`src/rtl/cme_pkg.sv`:
```
// shared constants and types for the chained modular exponentiation cipher
package cme_pkg;

    localparam int MOD_W     = 16;
    localparam int EXP_W     = 16;
    localparam int DATA_W    = 16;
    localparam int BYTE_W    = 8;
    localparam int CFG_IDX_W = 2;
    localparam int CFG_W     = 16;

    localparam logic [CFG_IDX_W-1:0] CFG_MODULUS  = 2'd0;
    localparam logic [CFG_IDX_W-1:0] CFG_PUB_EXP  = 2'd1;
    localparam logic [CFG_IDX_W-1:0] CFG_PRIV_EXP = 2'd2;

    localparam logic [MOD_W-1:0] MODULUS_RST  = MOD_W'(3233);
    localparam logic [EXP_W-1:0] PUB_EXP_RST  = EXP_W'(17);
    localparam logic [EXP_W-1:0] PRIV_EXP_RST = EXP_W'(2753);

    localparam logic MODE_ENC = 1'b0;
    localparam logic MODE_DEC = 1'b1;

    typedef struct packed {
        logic             start;
        logic [MOD_W-1:0] a;
        logic [MOD_W-1:0] b;
    } t_mm_req;

    typedef struct packed {
        logic             done;
        logic [MOD_W-1:0] prod;
    } t_mm_rsp;

endpackage

```
`src/rtl/cme_in_if.sv`:
```
// input channel: valid/ready with mode, data and chain start flag
interface cme_in_if;
    logic                       valid;
    logic                       ready;
    logic                       mode;
    logic [cme_pkg::DATA_W-1:0] data_in;
    logic                       chain_start;

    modport source (output valid, output mode, output data_in, output chain_start,
                    input ready);
    modport sink   (input valid, input mode, input data_in, input chain_start,
                    output ready);
endinterface

```
`src/rtl/cme_out_if.sv`:
```
// output channel: valid/ready with the result word
interface cme_out_if;
    logic                       valid;
    logic                       ready;
    logic [cme_pkg::DATA_W-1:0] data_out;

    modport source (output valid, output data_out, input ready);
    modport sink   (input valid, input data_out, output ready);
endinterface

```
`src/rtl/cme_modmul.sv`:
```
// bit-serial interleaved modular multiplier, one multiplier bit per cycle
module cme_modmul (
    input  logic                    i_clk,
    input  logic                    i_rst_n,
    input  logic [cme_pkg::MOD_W-1:0] i_mod,
    input  cme_pkg::t_mm_req        i_req,
    output cme_pkg::t_mm_rsp        o_rsp
);
    import cme_pkg::*;

    localparam int CNT_W = $clog2(MOD_W);

    logic               r_busy;
    logic               r_done;
    logic [CNT_W-1:0]   r_cnt;
    logic [MOD_W-1:0]   r_a;
    logic [MOD_W-1:0]   r_b;
    logic [MOD_W-1:0]   r_acc;
    logic [MOD_W-1:0]   n_acc;
    logic [MOD_W+1:0]   part_sum;
    logic [MOD_W+1:0]   mod_x1;
    logic [MOD_W+1:0]   mod_x2;

    // acc < n and b < n keep the partial sum below 3n
    always_comb begin
        mod_x1   = {2'b00, i_mod};
        mod_x2   = {1'b0, i_mod, 1'b0};
        part_sum = {1'b0, r_acc, 1'b0} + (r_a[MOD_W-1] ? {2'b00, r_b} : '0);
        if (part_sum >= mod_x2) begin
            n_acc = MOD_W'(part_sum - mod_x2);
        end else if (part_sum >= mod_x1) begin
            n_acc = MOD_W'(part_sum - mod_x1);
        end else begin
            n_acc = MOD_W'(part_sum);
        end
    end

    always_ff @(posedge i_clk) begin
        if (!i_rst_n) begin
            r_busy <= 1'b0;
            r_done <= 1'b0;
            r_cnt  <= '0;
        end else begin
            r_done <= 1'b0;
            if (i_req.start) begin
                r_busy <= 1'b1;
                r_cnt  <= '0;
            end else if (r_busy) begin
                r_cnt <= r_cnt + 1'b1;
                if (r_cnt == CNT_W'(MOD_W - 1)) begin
                    r_busy <= 1'b0;
                    r_done <= 1'b1;
                end
            end
        end
    end

    always_ff @(posedge i_clk) begin
        if (i_req.start) begin
            r_a   <= i_req.a;
            r_b   <= i_req.b;
            r_acc <= '0;
        end else if (r_busy) begin
            r_a   <= {r_a[MOD_W-2:0], 1'b0};
            r_acc <= n_acc;
        end
    end

    assign o_rsp.done = r_done;
    assign o_rsp.prod = r_acc;

endmodule

```
`src/rtl/cbc_chained_modexp_cipher.sv`:
```
// top level: cbc-chained byte cipher by square-and-multiply modular exponentiation
//
// One item at a time. After acceptance the base is reduced mod n (one modular
// multiply by 1), then for each of the 16 exponent bits, lsb first, a multiply
// into the accumulator when the bit is set and a squaring. Each modular multiply
// runs in the shared bit-serial multiplier; the squaring after a multiply is
// issued in the cycle the multiply finishes. The result is registered in the
// finish state once the output is free, and the next item can be accepted from
// the cycle the result is presented. A modulus below 2 skips the exponentiation
// (which then yields 0) and goes from acceptance straight to the finish state.
// Encrypt returns the ciphertext word and takes its low byte as the chain byte;
// decrypt returns the recovered byte xor the chain byte and takes the low byte
// of the input word. chain_start clears the chain byte before the item.
// Configuration writes must only happen while no item is in progress.
module cbc_chained_modexp_cipher (
    input  logic                          i_clk,
    input  logic                          i_rst_n,
    input  logic                          i_cfg_we,
    input  logic [cme_pkg::CFG_IDX_W-1:0] i_cfg_idx,
    input  logic [cme_pkg::CFG_W-1:0]     i_cfg_data,
    cme_in_if.sink                        i_in,
    cme_out_if.source                     o_out
);
    import cme_pkg::*;

    localparam logic [2:0] ST_IDLE = 3'd0;
    localparam logic [2:0] ST_RED  = 3'd1;
    localparam logic [2:0] ST_STEP = 3'd2;
    localparam logic [2:0] ST_MUL  = 3'd3;
    localparam logic [2:0] ST_SQR  = 3'd4;
    localparam logic [2:0] ST_FIN  = 3'd5;

    localparam int BC_W = $clog2(EXP_W + 1);

    logic [MOD_W-1:0]  r_mod;
    logic [EXP_W-1:0]  r_pub;
    logic [EXP_W-1:0]  r_priv;
    logic [2:0]        r_state;
    logic [BYTE_W-1:0] r_chain;
    logic              r_mode;
    logic [BYTE_W-1:0] r_in_lo;
    logic [EXP_W-1:0]  r_exp;
    logic [BC_W-1:0]   r_bitcnt;
    logic [MOD_W-1:0]  r_acc;
    logic [MOD_W-1:0]  r_sq;
    logic              r_out_valid;
    logic [DATA_W-1:0] r_out;

    logic              in_fire;
    logic              out_free;
    logic [BYTE_W-1:0] chain_eff;
    logic [MOD_W-1:0]  base;
    t_mm_req           mm_req;
    t_mm_rsp           mm_rsp;

    assign in_fire   = i_in.valid && i_in.ready;
    assign out_free  = !r_out_valid || o_out.ready;
    assign chain_eff = i_in.chain_start ? '0 : r_chain;
    assign base      = (i_in.mode == MODE_ENC)
                     ? MOD_W'(i_in.data_in[BYTE_W-1:0] ^ chain_eff)
                     : MOD_W'(i_in.data_in);

    // configuration registers
    always_ff @(posedge i_clk) begin
        if (!i_rst_n) begin
            r_mod  <= MODULUS_RST;
            r_pub  <= PUB_EXP_RST;
            r_priv <= PRIV_EXP_RST;
        end else if (i_cfg_we) begin
            unique case (i_cfg_idx)
                CFG_MODULUS:  r_mod  <= MOD_W'(i_cfg_data);
                CFG_PUB_EXP:  r_pub  <= EXP_W'(i_cfg_data);
                CFG_PRIV_EXP: r_priv <= EXP_W'(i_cfg_data);
                default: ;
            endcase
        end
    end

    // multiplier issue
    always_comb begin
        mm_req.start = 1'b0;
        mm_req.a     = r_sq;
        mm_req.b     = r_sq;
        if (r_state == ST_IDLE) begin
            mm_req.start = in_fire && (r_mod >= MOD_W'(2));
            mm_req.a     = base;
            mm_req.b     = MOD_W'(1);
        end else if (r_state == ST_STEP) begin
            mm_req.start = (r_bitcnt != BC_W'(EXP_W));
            mm_req.a     = r_exp[0] ? r_acc : r_sq;
        end else if (r_state == ST_MUL) begin
            mm_req.start = mm_rsp.done;
        end
    end

    cme_modmul u_modmul (
        .i_clk   (i_clk),
        .i_rst_n (i_rst_n),
        .i_mod   (r_mod),
        .i_req   (mm_req),
        .o_rsp   (mm_rsp)
    );

    always_ff @(posedge i_clk) begin
        if (!i_rst_n) begin
            r_state     <= ST_IDLE;
            r_chain     <= '0;
            r_out_valid <= 1'b0;
        end else begin
            if (r_state == ST_FIN && out_free) begin
                r_out_valid <= 1'b1;
            end else if (r_out_valid && o_out.ready) begin
                r_out_valid <= 1'b0;
            end
            unique case (r_state)
                ST_IDLE: begin
                    if (in_fire) begin
                        r_chain <= chain_eff;
                        r_state <= (r_mod >= MOD_W'(2)) ? ST_RED : ST_FIN;
                    end
                end
                ST_RED: begin
                    if (mm_rsp.done) r_state <= ST_STEP;
                end
                ST_STEP: begin
                    if (r_bitcnt == BC_W'(EXP_W)) begin
                        r_state <= ST_FIN;
                    end else begin
                        r_state <= r_exp[0] ? ST_MUL : ST_SQR;
                    end
                end
                ST_MUL: begin
                    if (mm_rsp.done) r_state <= ST_SQR;
                end
                ST_SQR: begin
                    if (mm_rsp.done) r_state <= ST_STEP;
                end
                ST_FIN: begin
                    if (out_free) begin
                        r_chain     <= (r_mode == MODE_ENC) ? r_acc[BYTE_W-1:0] : r_in_lo;
                        r_state     <= ST_IDLE;
                    end
                end
                default: r_state <= ST_IDLE;
            endcase
        end
    end

    // datapath registers
    always_ff @(posedge i_clk) begin
        if (r_state == ST_IDLE && in_fire) begin
            r_mode   <= i_in.mode;
            r_in_lo  <= i_in.data_in[BYTE_W-1:0];
            r_exp    <= (i_in.mode == MODE_ENC) ? r_pub : r_priv;
            r_bitcnt <= '0;
            r_acc    <= (r_mod >= MOD_W'(2)) ? MOD_W'(1) : '0;
        end
        if (r_state == ST_RED && mm_rsp.done) begin
            r_sq <= mm_rsp.prod;
        end
        if (r_state == ST_MUL && mm_rsp.done) begin
            r_acc <= mm_rsp.prod;
        end
        if (r_state == ST_SQR && mm_rsp.done) begin
            r_sq     <= mm_rsp.prod;
            r_exp    <= r_exp >> 1;
            r_bitcnt <= r_bitcnt + 1'b1;
        end
        if (r_state == ST_FIN && out_free) begin
            r_out <= (r_mode == MODE_ENC) ? DATA_W'(r_acc)
                                          : DATA_W'(r_acc[BYTE_W-1:0] ^ r_chain);
        end
    end

    assign i_in.ready     = (r_state == ST_IDLE);
    assign o_out.valid    = r_out_valid;
    assign o_out.data_out = r_out;

`ifndef SYNTHESIS
    a_done_when_busy: assert property (@(posedge i_clk) disable iff (!i_rst_n)
        mm_rsp.done |-> (r_state == ST_RED || r_state == ST_MUL || r_state == ST_SQR))
        else $error("multiplier finished outside a compute state");

    a_acc_reduced: assert property (@(posedge i_clk) disable iff (!i_rst_n)
        (r_state == ST_FIN && r_mod >= MOD_W'(2)) |-> (r_acc < r_mod))
        else $error("accumulator not reduced below modulus");

    a_bitcnt_range: assert property (@(posedge i_clk) disable iff (!i_rst_n)
        (r_state == ST_STEP || r_state == ST_MUL || r_state == ST_SQR)
        |-> (r_bitcnt <= BC_W'(EXP_W)))
        else $error("exponent bit counter out of range");

    a_fin_loads_out: assert property (@(posedge i_clk) disable iff (!i_rst_n)
        (r_state == ST_FIN && out_free) |=> r_out_valid)
        else $error("finished result not presented");
`endif

endmodule

```
`src/flat_wrapper.sv`:
```
// flat-port wrapper written by rule: the top's interface ports become plain ports
module cbc_chained_modexp_cipher_flat import cme_pkg::*;
  (i_clk, i_rst_n, i_cfg_we, i_cfg_idx, i_cfg_data, i_in_valid, i_in_mode, i_in_data_in, i_in_chain_start, i_in_ready, o_out_valid, o_out_data_out, o_out_ready);
  cme_in_if i_in_i ();
  cme_out_if o_out_i ();
  input  logic i_clk;
  input  logic i_rst_n;
  input  logic i_cfg_we;
  input  logic [cme_pkg::CFG_IDX_W-1:0] i_cfg_idx;
  input  logic [cme_pkg::CFG_W-1:0] i_cfg_data;
  input wire logic [$bits(i_in_i.valid)-1:0] i_in_valid;
  input wire logic [$bits(i_in_i.mode)-1:0] i_in_mode;
  input wire logic [$bits(i_in_i.data_in)-1:0] i_in_data_in;
  input wire logic [$bits(i_in_i.chain_start)-1:0] i_in_chain_start;
  output wire logic [$bits(i_in_i.ready)-1:0] i_in_ready;
  output wire logic [$bits(o_out_i.valid)-1:0] o_out_valid;
  output wire logic [$bits(o_out_i.data_out)-1:0] o_out_data_out;
  input wire logic [$bits(o_out_i.ready)-1:0] o_out_ready;
  assign i_in_i.valid = i_in_valid;
  assign i_in_i.mode = i_in_mode;
  assign i_in_i.data_in = i_in_data_in;
  assign i_in_i.chain_start = i_in_chain_start;
  assign i_in_ready = i_in_i.ready;
  assign o_out_valid = o_out_i.valid;
  assign o_out_data_out = o_out_i.data_out;
  assign o_out_i.ready = o_out_ready;
  cbc_chained_modexp_cipher u_core (.i_clk(i_clk), .i_rst_n(i_rst_n), .i_cfg_we(i_cfg_we), .i_cfg_idx(i_cfg_idx), .i_cfg_data(i_cfg_data), .i_in(i_in_i), .o_out(o_out_i));
endmodule
```
`config.mk`:
```
export PLATFORM = sky130hd
export DESIGN_NAME = cbc_chained_modexp_cipher_flat
export DESIGN_NICKNAME = d
export VERILOG_FILES = /design/src/rtl/cme_pkg.sv /design/src/rtl/cme_in_if.sv /design/src/rtl/cme_out_if.sv /design/src/rtl/cme_modmul.sv /design/src/rtl/cbc_chained_modexp_cipher.sv /design/src/flat_wrapper.sv
export SDC_FILE = /design/constraint.sdc
export NUM_CORES = 1
export LEC_CHECK = 0
export BUFFER_PORTS_ARGS = -buffer_cell sky130_fd_sc_hd__buf_2
export CAP_MARGIN = 20
export CORE_MARGIN = 3
export CORE_UTILIZATION = 30
export CTS_BUF_LIST = sky130_fd_sc_hd__clkbuf_8
export DETAILED_ROUTE_END_ITERATION = 10
export GPL_ROUTABILITY_DRIVEN = 0
export GPL_TIMING_DRIVEN = 0
export PLACE_DENSITY = 0.43
export SLEW_MARGIN = 20
export SYNTH_ARGS = -nofsm -noshare
export SYNTH_HDL_FRONTEND = slang
export SYNTH_SLANG_ARGS = --single-unit
```
`constraint.sdc`:
```
create_clock -name i_clk -period 10.7 [get_ports i_clk]
set_input_delay 0.535 -clock i_clk [delete_from_list [all_inputs] [get_ports i_clk]]
set_output_delay 0.535 -clock i_clk [all_outputs]
set_load 0.005 [all_outputs]
```
### Yosys cells after proc, flatten, opt, wreduce, memory -nomap -nowiden

Index checks and enable logic that the tools add are counted.

| word-level totals | value |
|---|---|
| register bits | 192 |
| output and inout port bits | 18 |
| logic and storage cells | 113 |

| cells by class | value |
|---|---|
| $add $sub $neg | 5 |
| magnitude comparators | 3 |
| equality and inequality tests | 14 |
| multiplexer cells | 41 |
| bitwise operators | 4 |
| reductions and logical operators | 26 |

Operator list:

| kind | count |
|---|---|
| $mux W16 | 14 |
| $mux W8 | 4 |
| $sub A16 B16 Y16 | 2 |
| $mux W15 | 2 |
| $mux W3 | 7 |
| $add A17 B16 Y18 | 1 |
| $ge A18 B16 Y1 | 1 |
| $ge A18 B17 Y1 | 1 |
| $mux W17 | 1 |
| $ge A16 B2 Y1 const B | 1 |
| $pmux W8 S2 | 1 |
| $xor A8 B8 Y8 | 2 |
| $pmux W3 S5 | 1 |
| $reduce_bool A2 Y1 | 6 |
| $mux W5 | 2 |
| $mux W1 | 9 |
| $logic_and A1 B1 Y1 | 8 |
| $eq A3 B2 Y1 const B | 2 |
| $eq A3 B3 Y1 const B | 2 |
| $reduce_and A2 Y1 | 3 |
| $add A5 B1 Y5 const B | 1 |
| $eq A5 B5 Y1 const B | 1 |
| $ne A5 B5 Y1 const B | 1 |
| $add A4 B1 Y4 const B | 1 |
| other kinds (15) | 19 |

### Depth between registers and ports, before layout

Gate-level depths: netlist of the first run.

| depth | value |
|---|---|
| depth in word-level cells | 5 |
| gate-level depth with buffers | 21 |
| depth with buffers taken out | 19 |

### Hierarchy

A second synthesis of the first run with hierarchy kept.

| unflattened totals | value |
|---|---|
| cells, all modules | 1068 |
| area, all modules | 10651.5 sq um |

By module, submodules not included:

| module | times used | cells an instance | area each (sq um) | seq. area each (sq um) |
|---|---|---|---|---|
| cbc_chained_modexp_cipher | 1 | 584 | 6139.6 | 3533.4 |
| cme_modmul | 1 | 484 | 4511.8 | 1401.3 |

### Worst setup path before layout of the first run

Ideal clock, no wire load.

| timing path | value |
|---|---|
| path type | register -> register |
| start point | register u_core.u_modmul.r_a[15] |
| end point | register u_core.u_modmul.r_acc[10] |
| arrival time | 4095 ps |
| required time | 10566 ps |
| path slack | 6471 ps |
| cell stages (with the launch flop) | 21 |
| buffers on the path | 2 |
| cells stage by stage | edfxtp_1 clkbuf_1 nand2_1 inv_1 ha_1 a211oi_1 o211ai_1 and2_1 a21o_1 a21oi_1 xnor2_1 ha_1 and3_1 and3_1 o31a_1 o41ai_2 o211ai_1 or3_1 buf_6 mux2i_1 o221ai_1 |

| on the way | value |
|---|---|
| longest elaborated chain between the ends | 5 |

Ends and longest elaborated chain:

| element | line | source |
|---|---|---|
| from (decl) | cme_modmul.sv:16 | `logic [MOD_W-1:0] r_a;` |
| from (signal assigned) | cme_modmul.sv:60 | `r_a <= i_req.a;` |
| from (signal assigned) | cme_modmul.sv:64 | `r_a <= {r_a[MOD_W-2:0], 1'b0};` |
| $mux W16 (*) | cme_modmul.sv:28 | `part_sum = {1'b0, r_acc, 1'b0} + (r_a[MOD_W-1] ? {2'b00, r_b} : '0);` |
| $add A17 B16 Y18 (*) | cme_modmul.sv:28 |  |
| $sub A16 B16 Y16 / $ge A18 B16 Y1 (equally long branches) | cme_modmul.sv:32, cme_modmul.sv:31 |  |
| $mux W16 | cme_modmul.sv:31 | `end else if (part_sum >= mod_x1) begin` |
| $mux W16 (*) | cme_modmul.sv:29 | `if (part_sum >= mod_x2) begin` |
| to (signal assigned) | cme_modmul.sv:65 | `r_acc <= n_acc;` |
| to (decl) | cme_modmul.sv:18 | `logic [MOD_W-1:0] r_acc;` |

Mark *: on every way between the ends. The rest lies on a longest branch, timed or not.
A chain may end at the register's enable or synchronous reset.

### Worst setup path after layout of the first run

Ends and elaborated chain as after synthesis.

==> metrics.cfg, run 1 <==
[grt]
grt_util_all_layers_pct = 15.6
grt_pass1_wl_mm = 46.1
antenna_found_initial = 0
grt_max_degree = 25
first_global_vias = 7927
gr-total-overflow = 0

[setup_path]
timing.rr.start = u_core.u_modmul.r_a[15]
arrival_ns = 5.65
worst_r2r_path_depth = 20
critical_path_class = register to register
critPathLaunchType = register
cp-end-kind = register
r2r_end = u_core.u_modmul.r_acc[10]
cp.required_ns = 11.09
rrSetupSlack_ns = 5.44
worstPathMaxFanout = 10

[power_and_ir_drop]
p_int_mw = 1.98
p_seq_share_pct = 30.4
clkPwrFrac_pct = 15.1
vdd_ir_drop_max_uv = 111
switching_share_pct = 43.6
leakagePower_nw = 4.43
netSwitchingPower_mw = 1.53
p_per_area_nw_per_um2 = 297
pwr-share-comb_pct = 54.5

[sta]
final-setup-viol-count = 0
rsz0062_at_grt = false
finalSetupTns_ns = 0
max_clock_freq_ghz = 0.190
worst_pin_slew_ns = 0.978
period_needed_ns = 5.26
slew_headroom_pct = 34.3
drv_slew = 0
hold_violations = 0
clock_skew_ns = 0.0328
post-route-period-util_pct = 49.2

[routing]
drc_errors = 0
viasPerCell = 4.79
dr.pass1.iters = 5
drtIter0Drc = 340
wl_per_cell_um = 17.8
totalWireLength_mm = 28.9
num_vias = 7781
ant_nets = 0

[synth]
synth_edf_count = 109
ys_seq_area_share_pct = 46.8
synth_area_leaders = edfxtp_1, dfxtp_1, nand2_1, ha_1, mux2i_1
synthArstFlopShare_pct = 0
synth_cell_types = 69
netlist_area_um2 = 10500
yosys_register_bits = 192
syn_area_per_cell_um2 = 9.75
yosysTopAreaCellShare_pct = 31.0
yosysWarnings = 0
syn_nets = 1176
synth_flop_cell = edfxtp_1
synthCells = 1082
synth_top_cell_by_area = edfxtp_1

[clock_tree]
postCtsHoldBufs = 0
cts.path.max_buffers = 2
post_cts_buffers = 0
root_buffer = clkbuf_8
insertion_delay_ns = 0.50
clkTransAtPathRegs_ns = 0.13
cts_buffers = 17
ctsResizeCount = 0
cts_num_sinks = 192
htree_levels = 4
cts_tree = yes

[worst_hold_path]
hold_path_class = primary input to register
hold_start = i_in_mode
min_to = u_core.r_mode
hold_depth = 1

[layout]
drive_above_1_share_pct = 9.99
fin_nets = 1252
instances_no_fill = 1626
n_antenna_cell = 0
stdcell_area_um2 = 11800
fin_util_pct = 34.2
areaGrowthSynthToFinish_pct = 12.1

[placement]
placed_cells = 1594
numPortBuffers = 57
placed_cell_area_um2 = 11400
dp_hpwl_mm = 22.4

[job]
max_cap_violations = 0

[die]
dieArea_um2 = 37400
die_w_um = 194
start_util_pct = 30.5
rows = 68
core_um2 = 34600
die_y_um = 194
io-pin-count = 59

[status]
outcome = finished clean

[stage by stage]
step | hold WS (ns) | total power [mW] | setup slack [ns]
final | 0.243 | 3.51 | 5.44
after global routing | 0.208 | 3.83 | 4.97
after CTS | 0.196 | 3.55 | 5.40
after detailed placement | 0.456 | 3.01 | 5.43
after global placement | 0.451 | 3.01 | 5.44
after floorplan | 0.406 | 2.48 | 6.47
[cell families after synthesis]
| family | count (synthesis) | share of synthesized area (%) |
|---|---|---|
| muxes | 55 | 5.33 |
| xor gates and xnor gates | 57 | 4.73 |
| buffers and inverters | 89 | 3.32 |
| DFF | 192 | 46.8 |
| and+or+nand+nor | 388 | 17.5 |
| adders and majority gates | 53 | 6.50 |
| AOI/OAI and AO/OA | 248 | 15.8 |
[worst max-delay path: stages, from the launching register on]
cell and delay (ns):
edfxtp_1 0.54, clkbuf_1 0.35, nand2_1 0.16, inv_1 0.09, ha_1 0.23, a211oi_1 0.35
o211ai_1 0.21, and2_1 0.24, a21o_1 0.20, a21oi_1 0.17, xnor2_1 0.26, ha_1 0.35
and3_1 0.25, and3_1 0.19, o31a_1 0.14, o41ai_2 0.45, o211ai_1 0.19, or3_1 0.35
buf_6 0.16, mux2i_1 0.15, o221ai_1 0.13
[Yosys cell counts (3+ instances only)]
cell	instances
o21ai_1	8
o21bai_1	7
and3_1	8
a21boi_1	4
or2_2	6
o211a_1	3
mux2_2	9
fa_1	3
xnor2_1	38
nor2b_1	39
xor2_1	19
nor2_1	52
nor3_1	14
a211oi_1	7
o21ai_0	53
o21a_1	8
a21oi_1	41
edfxtp_1	109
o31a_1	3
nand4_1	9
nand3b_1	4
nand3_1	25
nor4_1	4
inv_1	40
ha_1	50
nand2b_1	7
a22oi_1	14
or3_1	5
dfxtp_1	83
o211ai_1	8
a31oi_1	12
a21boi_0	39
a21o_1	11
and2_1	33
clkbuf_1	43
o221ai_1	8
nand2_1	171
mux2i_1	46
[power by group through the flow]
| stage | sequential (mW) | clock, mW | combinational, mW |
|---|---|---|---|
| final | 1.07 | 0.531 | 1.92 |
| after global routing | 1.09 | 0.577 | 2.16 |
| after CTS | 1.07 | 0.552 | 1.93 |
| after detailed placement | 1.09 | 0 | 1.92 |
| after global placement | 1.08 | 0 | 1.93 |
| after floorplan | 1.05 | 0 | 1.44 |
[per-layer routing]
metal | vias up | track usage [%] | part of all wire, %
met4 | 0 | 4.55 | 2.0
met5 | - | 0 | 0
met3 | 25 | 2.79 | 2.7
li1 | 4004 | - | -
met1 | 3652 | 21.8 | 50
met2 | 100 | 24.9 | 45
[how the worst max path moves through the flow]
stage / start / endpoint / slack (ns) / cells past startpoint
floorplan: u_core.u_modmul.r_a[15] / u_core.u_modmul.r_acc[10] / 6.47 / 20
global placement: u_core.u_modmul.r_a[15] / u_core.u_modmul.r_acc[10] / 5.44 / 20
detailed placement: u_core.u_modmul.r_a[15] / u_core.u_modmul.r_acc[10] / 5.43 / 20
CTS: u_core.u_modmul.r_a[15] / u_core.u_modmul.r_acc[0] / 5.40 / 20
global route: u_core.u_modmul.r_a[15] / u_core.u_modmul.r_acc[10] / 4.97 / 20
finish: u_core.u_modmul.r_a[15] / u_core.u_modmul.r_acc[10] / 5.44 / 20
[sequential cells by signal, indices dropped and copies added (netlist names)]
signal / cells
u_core.u_modmul.r_b: 16
u_core.r_mode: 1
u_core.r_sq: 16
u_core.r_pub: 16
u_core.u_modmul.r_done: 1
u_core.o_out.valid: 1
u_core.r_chain: 8
u_core.r_exp: 16
u_core.u_modmul.r_acc: 16
u_core.u_modmul.r_busy: 1
u_core.u_modmul.r_cnt: 4
u_core.r_state: 3
u_core.r_priv: 16
u_core.r_acc: 16
u_core.u_modmul.r_a: 16
u_core.r_in_lo: 8
u_core.r_mod: 16
u_core.r_bitcnt: 5
u_core.o_out.data_out: 16
[final cells by class]
class	count	area [um^2]
fillers	3600	22800
multi-input cells	801	5260
flip-flops and latches	192	4930
well taps	455	569
repair buffers	57	285
clock buffers	18	248
plain buffers	48	198
clock inverters	14	175
inverters	41	154
[placed cells by master (no fill, tap or decap), drive strengths merged, types with 5 or more instances in the layout]
master  netlist  layout
a211oi        8       8
a21boi       43      43
a21o         11      11
a21oi        41      41
a22oi        14      14
a31oi        12      12
and2         33      33
and3          8       8
buf           5      62
clkbuf       43      61
dfxtp        83      83
edfxtp      109     109
ha           50      50
inv          41      49
mux2          9       9
mux2i        46      46
nand2       172     172
nand2b        7       7
nand3        25      25
nand4         9       9
nor2         52      52
nor2b        39      39
nor3         14      14
o211ai        8       8
o21a          8       8
o21ai        62      62
o21bai        7       7
o221ai        8       8
or2           6       6
or3           5       5
xnor2        38      38
xor2         19      19
No activity file was read; power rests on OpenSTA's default activity.
==> run 2, diff against run 1 <==
==> constraint.sdc (replaced) <==
create_clock -name i_clk -period 5.05 [get_ports i_clk]
set_input_delay 0.2525 -clock i_clk [delete_from_list [all_inputs] [get_ports i_clk]]
set_output_delay 0.2525 -clock i_clk [all_outputs]
set_load 0.005 [all_outputs]
==> run 2 against run 1 <==
  * Flip-flop and latch count unchanged
  * Cell area increased by 1.9%
  * Largest cell class unchanged
  * Register-to-register slack got worse by 5.1 ns
  * Highest routed layer unchanged
==> metrics.cfg, run 2 (synthesis results as in run 1) <==
[status]
outcome = finished clean  ; unchanged

[grt]
first_global_vias = 7965  ; was 7927
gr-total-overflow = 0  ; unchanged
grt_max_degree = 25  ; unchanged
met3_usage_pct = 2.75  ; was 2.79%
grtUsageMet1_pct = 21.8  ; about the same
grt_util_all_layers_pct = 15.7  ; was 15.6%
busiest_layer = met2  ; unchanged
met2_usage_pct = 25.1  ; was 24.9%
antenna_found_initial = 0  ; unchanged
grt_pass1_wl_mm = 46.3  ; was 46.1 mm

[layout]
mostFrequentLayoutCell = nand2_1  ; unchanged
instances_no_fill = 1643  ; was 1626
drive_above_1_share_pct = 10.9  ; was 9.99%
n_antenna_cell = 0  ; unchanged
most-common-layout-cells = nand2_1, edfxtp_1, dfxtp_1, buf_2  ; was nand2_1, edfxtp_1, dfxtp_1, buf_2, o21ai_0
fin_nets = 1269  ; was 1252
areaGrowthSynthToFinish_pct = 14.3  ; was 12.1%

[sta]
clock_skew_ns = 0.0330  ; was 0.0328 ns
drv_slew = 0  ; unchanged
max_clock_freq_ghz = 0.212  ; was 0.190 GHz
worst_pin_slew_ns = 0.980  ; was 0.978 ns
period_needed_ns = 4.72  ; was 5.26 ns
slew_headroom_pct = 34.2  ; was 34.3%
setup_slack_ns = 0.330  ; was 5.44 ns
final-setup-viol-count = 0  ; unchanged
hold_violations = 0  ; unchanged
post-route-period-util_pct = 93.5  ; was 49.2%
rsz0062_at_grt = false  ; unchanged

[placement]
placed_cells = 1594  ; unchanged
dp_hpwl_mm = 22.4  ; unchanged
place_ws_ns = -0.218  ; was 5.43 ns
numPortBuffers = 57  ; unchanged

[clock_tree]
cts_num_sinks = 192  ; unchanged
cts.path.max_buffers = 2  ; unchanged
cts_buffers = 17  ; unchanged
insertion_delay_ns = 0.50  ; about the same
cts_tree = yes  ; unchanged
htree_levels = 4  ; unchanged
clkTransAtPathRegs_ns = 0.10  ; was 0.13 ns
root_buffer = clkbuf_8  ; unchanged

[setup_path]
worstPathMaxFanout = 10  ; unchanged
arrival_ns = 5.12  ; was 5.65 ns
cp-end-kind = register  ; unchanged
critPathLaunchType = register  ; unchanged
cp.required_ns = 5.46  ; was 11.09 ns
critical_path_class = register to register  ; unchanged

[power_and_ir_drop]
leakagePower_nw = 4.52  ; was 4.43 nW
vdd_ir_drop_max_uv = 235  ; was 111 uV
p_per_area_nw_per_um2 = 628  ; was 297 nW/um^2
power_mw = 7.57  ; was 3.51 mW

[die]
dieArea_um2 = 37400  ; unchanged
die_y_um = 194  ; unchanged
io-pin-count = 59  ; unchanged
start_util_pct = 30.5  ; unchanged
rows = 68  ; unchanged
core_um2 = 34600  ; unchanged
die_w_um = 194  ; unchanged

[routing]
drtIter0Drc = 350  ; was 340
totalWireLength_mm = 29.1  ; was 28.9 mm
num_vias = 7863  ; was 7781
ant_nets = 0  ; unchanged
wl_per_cell_um = 17.7  ; was 17.8 um
drc_errors = 0  ; unchanged
viasPerCell = 4.79  ; about the same
dr.pass1.iters = 6  ; was 5

[worst_hold_path]
hold_path_class = primary input to register  ; unchanged

[job]
max_cap_violations = 0  ; unchanged

[run 2: metal layers]
metal  vias to the layer above  routed length (um)
li1                       4037                   -
met1                      3686               14300
met2                       116               13300
met3                        24                 933
met4                         0                 574
met5                         -                   0
[run 2: report_power, final]
| group | internal, mW | total (mW) | switching (mW) |
|---|---|---|---|
| logic | 1.66 | 4.19 | 2.53 |
| clock network | 0.512 | 1.12 | 0.609 |
| registers | 2.10 | 2.26 | 0.159 |
| total | 4.27 | 7.57 | 3.30 |
[run 2: final timing paths]
path / from / slack (ns) / cells after the start / end
min reg2reg: u_core.r_pub[11] / 0.47 / 2 / u_core.r_pub[11]
max reg2reg: u_core.u_modmul.r_a[15] / 0.33 / 21 / u_core.u_modmul.r_acc[15]
min: i_cfg_data[3] / 0.04 / 3 / u_core.r_mod[3]
max: u_core.u_modmul.r_a[15] / 0.33 / 21 / u_core.u_modmul.r_acc[15]
[run 2: stage by stage]
step | cell area (um^2) | hold WS, ns | util (%) | setup TNS, ns
floorplan | 10500 | 0.351 | - | 0
global placement | 11400 | 0.451 | 32.9 | -1.83
detailed placement | 11400 | 0.454 | 32.9 | -1.94
CTS | 12000 | 0.00233 | 34.6 | 0
global route | 12100 | 0.0187 | 34.8 | 0
finish | 12100 | 0.0449 | 34.8 | 0
[run 2: worst max-delay path, cell delays in order, from the launching register on]
cell	delay (ns)
edfxtp_1	0.45
buf_4	0.19
and2_1	0.15
ha_1	0.21
inv_1	0.08
fa_2	0.22
nor2b_2	0.05
o31ai_2	0.32
a21boi_2	0.13
or2_2	0.36
inv_1	0.09
ha_1	0.28
a21o_1	0.25
or4_1	0.48
o32ai_4	0.34
nor3_1	0.09
o21ai_1	0.20
and2_1	0.15
buf_4	0.16
nand2_2	0.08
buf_4	0.20
o221ai_2	0.17
[run 2: final cells by class]
type / count / area (um^2)
Fill cell: 3584 / 22600
Clock buffer: 18 / 248
Timing Repair Buffer: 74 / 448
Buffer: 48 / 199
Clock inverter: 14 / 175
Multi-Input combinational cell: 801 / 5330
Tap cell: 455 / 569
Sequential cell: 192 / 4930
Inverter: 41 / 154
[run 2: repair_timing]
item                                    in CTS  in global routing
hold endpoints to repair                    16                  0
resized for setup                            1                 12
hold buffers                                14                  0
pin swaps                                    0                  3
buffers inserted                             1                  2
endpoints found under the setup margin      15                 15
==> run 3, diff against run 2 <==
--- a/config.mk
+++ b/config.mk
@@ -14,6 +14,7 @@
 export GPL_ROUTABILITY_DRIVEN = 0
 export GPL_TIMING_DRIVEN = 0
 export PLACE_DENSITY = 0.43
+export REMOVE_ABC_BUFFERS = 1
 export SLEW_MARGIN = 20
 export SYNTH_ARGS = -nofsm -noshare
 export SYNTH_HDL_FRONTEND = slang
==> run 3 against run 2 <==
  * Critical path depth decreased by 3
  * Combinational power hardly changed
  * Via count is 0.93% lower
  * Critical path type unchanged
  * Sequential power hardly changed
  * Die area unchanged
  * Cell count decreased by 2.0%
  * Clock skew is essentially flat
  * Flip-flop and latch count unchanged
  * Clock-buffer cell count unchanged
  * Clock power barely moved
  * Sequential share of layout area down 0.055 points
  * Global-route usage fell by 1.3 points
==> metrics.cfg, run 3 (synthesis results as in run 1) <==
[die]
die_y_um = 194  ; unchanged
rows = 68  ; unchanged
start_util_pct = 30.5  ; unchanged
die_w_um = 194  ; unchanged
dieArea_um2 = 37400  ; unchanged
io-pin-count = 59  ; unchanged
core_um2 = 34600  ; unchanged

[sta]
rsz0062_at_grt = false  ; unchanged
max_clock_freq_ghz = 0.211  ; was 0.212 GHz
clock_skew_ns = 0.0325  ; was 0.0330 ns
hold_violations = 0  ; unchanged
period_needed_ns = 4.73  ; was 4.72 ns
slew_headroom_pct = 28.1  ; was 34.2%
final-setup-viol-count = 0  ; unchanged
worst_pin_slew_ns = 1.08  ; was 0.980 ns
post-route-period-util_pct = 93.8  ; was 93.5%
setup_slack_ns = 0.315  ; was 0.330 ns
drv_slew = 0  ; unchanged

[layout]
most-common-layout-cells = nand2_1, edfxtp_1, dfxtp_1, buf_2  ; unchanged
drive_above_1_share_pct = 12.4  ; was 10.9%
fin_nets = 1236  ; was 1269
mostFrequentLayoutCell = nand2_1  ; unchanged
areaGrowthSynthToFinish_pct = 14.5  ; was 14.3%
instances_no_fill = 1610  ; was 1643
n_antenna_cell = 0  ; unchanged

[routing]
dr.pass1.iters = 5  ; was 6
num_vias = 7790  ; was 7863
viasPerCell = 4.84  ; was 4.79
wl_per_cell_um = 16.8  ; was 17.7 um
drc_errors = 0  ; unchanged
drtIter0Drc = 467  ; was 350
ant_nets = 0  ; unchanged
totalWireLength_mm = 27.1  ; was 29.1 mm

[clock_tree]
clkTransAtPathRegs_ns = 0.10  ; about the same
cts_num_sinks = 192  ; unchanged
cts_buffers = 17  ; unchanged
cts.path.max_buffers = 2  ; unchanged
root_buffer = clkbuf_8  ; unchanged
htree_levels = 4  ; unchanged
insertion_delay_ns = 0.50  ; about the same
cts_tree = yes  ; unchanged

[placement]
placed_cells = 1554  ; was 1594
dp_hpwl_mm = 19.6  ; was 22.4 mm
numPortBuffers = 58  ; was 57
place_ws_ns = -0.238  ; was -0.218 ns

[setup_path]
cpMostUsedCell = o211ai_1  ; was buf_4
cp.required_ns = 5.41  ; was 5.46 ns
arrival_ns = 5.10  ; was 5.12 ns
critical_path_class = register to register  ; unchanged
critPathSlowestCell = or3_4  ; was or4_1
path_delay_family = compound AO/OA/AOI/OAI gates  ; unchanged
critPathMaxStageDelay_ns = 0.54  ; was 0.48 ns
critPathLaunchType = register  ; unchanged
crit_buf_inv = 1  ; was 5
worstPathMaxFanout = 12  ; was 10
cp-end-kind = register  ; unchanged
worstPathCellList = buf_6, and2_1, ha_1, o211ai_1, o211ai_1, and2_1, a21o_1, a21oi_2, xnor2_2, ha_4, and3_1, and3_1, o31a_1, o41ai_4, o211ai_1, or3_4, mux2i_2, o221ai_1  ; was buf_4, and2_1, ha_1, inv_1, fa_2, nor2b_2, o31ai_2, a21boi_2, or2_2, inv_1, ha_1, a21o_1, or4_1, o32ai_4, nor3_1, o21ai_1, and2_1, buf_4, nand2_2, buf_4, o221ai_2

[grt]
gr-total-overflow = 0  ; unchanged
antenna_found_initial = 0  ; unchanged
grt_pass1_wl_mm = 43.2  ; was 46.3 mm
first_global_vias = 7748  ; was 7965
grt_max_degree = 63  ; was 25
grt_util_all_layers_pct = 14.4  ; was 15.7%

[worst_hold_path]
hold_path_class = primary input to register  ; unchanged

[power_and_ir_drop]
leakagePower_nw = 4.56  ; was 4.52 nW
vdd_ir_drop_max_uv = 272  ; was 235 uV
p_per_area_nw_per_um2 = 628  ; about the same

[job]
max_cap_violations = 0  ; unchanged

[status]
outcome = finished clean  ; unchanged

run 3: power breakdown:
| part | switching, mW | internal (mW) |
|---|---|---|
| Sequential | 0.188 | 2.10 |
| Combinational | 2.49 | 1.71 |
| Clock | 0.591 | 0.503 |
run 3: area by class of cell:
cell class,instances,area (um^2)
clock buffer,18,248
clock inverter,14,165
fill,3574,22600
inverter,41,154
multi-input combinational,802,5410
sequential,192,4930
tap,455,569
timing repair buffer,88,592
run 3: per-layer routing:
layer	vias up	GRT usage, %	routed length, um
li1	3985	-	-
met4	0	3.40	324
met3	17	2.59	797
met2	114	23.7	12600
met1	3674	19.7	13400
met5	-	0	0
run 3: worst paths after layout:
| path | startpoint | endpoint | slack, ns | cells past startpoint |
|---|---|---|---|---|
| setup reg to reg | u_core.u_modmul.r_a[15] | u_core.u_modmul.r_acc[3] | 0.32 | 18 |
| hold reg to reg | u_core.r_pub[10] | u_core.r_pub[10] | 0.47 | 2 |
| hold / removal | i_cfg_data[13] | u_core.r_pub[13] | 0.06 | 3 |
| setup / recovery | u_core.u_modmul.r_a[15] | u_core.u_modmul.r_acc[3] | 0.32 | 18 |
run 3: timing repair:
action	in CTS	in global routing
buffers inserted	2	1
setup endpoints to repair	10	15
hold buffers	20	0
pin swaps	0	4
hold endpoints to repair	36	0
cloned	0	1
resized for setup	1	20
run 3: stage by stage:
stage / cell area [um^2] / total power, mW / setup TNS (ns) / hold WS, ns / util, %
final: 12100 / 7.58 / 0 / 0.0564 / 34.9
after global routing: 12100 / 8.18 / 0 / 0.0258 / 34.9
after CTS: 11900 / 7.44 / 0 / 0.00421 / 34.5
after detailed placement: 11300 / 6.28 / -1.51 / 0.457 / 32.7
after global placement: 11200 / 6.24 / -149.88 / 0.450 / 32.4
after floorplan: 10400 / 5.17 / 0 / 0.324 / -
run 3: worst reg2reg max path, stage by stage (launching register included):
cell and delay [ns]:
edfxtp_1 0.39, buf_6 0.16, and2_1 0.15, ha_1 0.37, o211ai_1 0.13, o211ai_1 0.26
and2_1 0.28, a21o_1 0.16, a21oi_2 0.07, xnor2_2 0.27, ha_4 0.27, and3_1 0.24
and3_1 0.22, o31a_1 0.16, o41ai_4 0.34, o211ai_1 0.30, or3_4 0.54, mux2i_2 0.21
o221ai_1 0.12
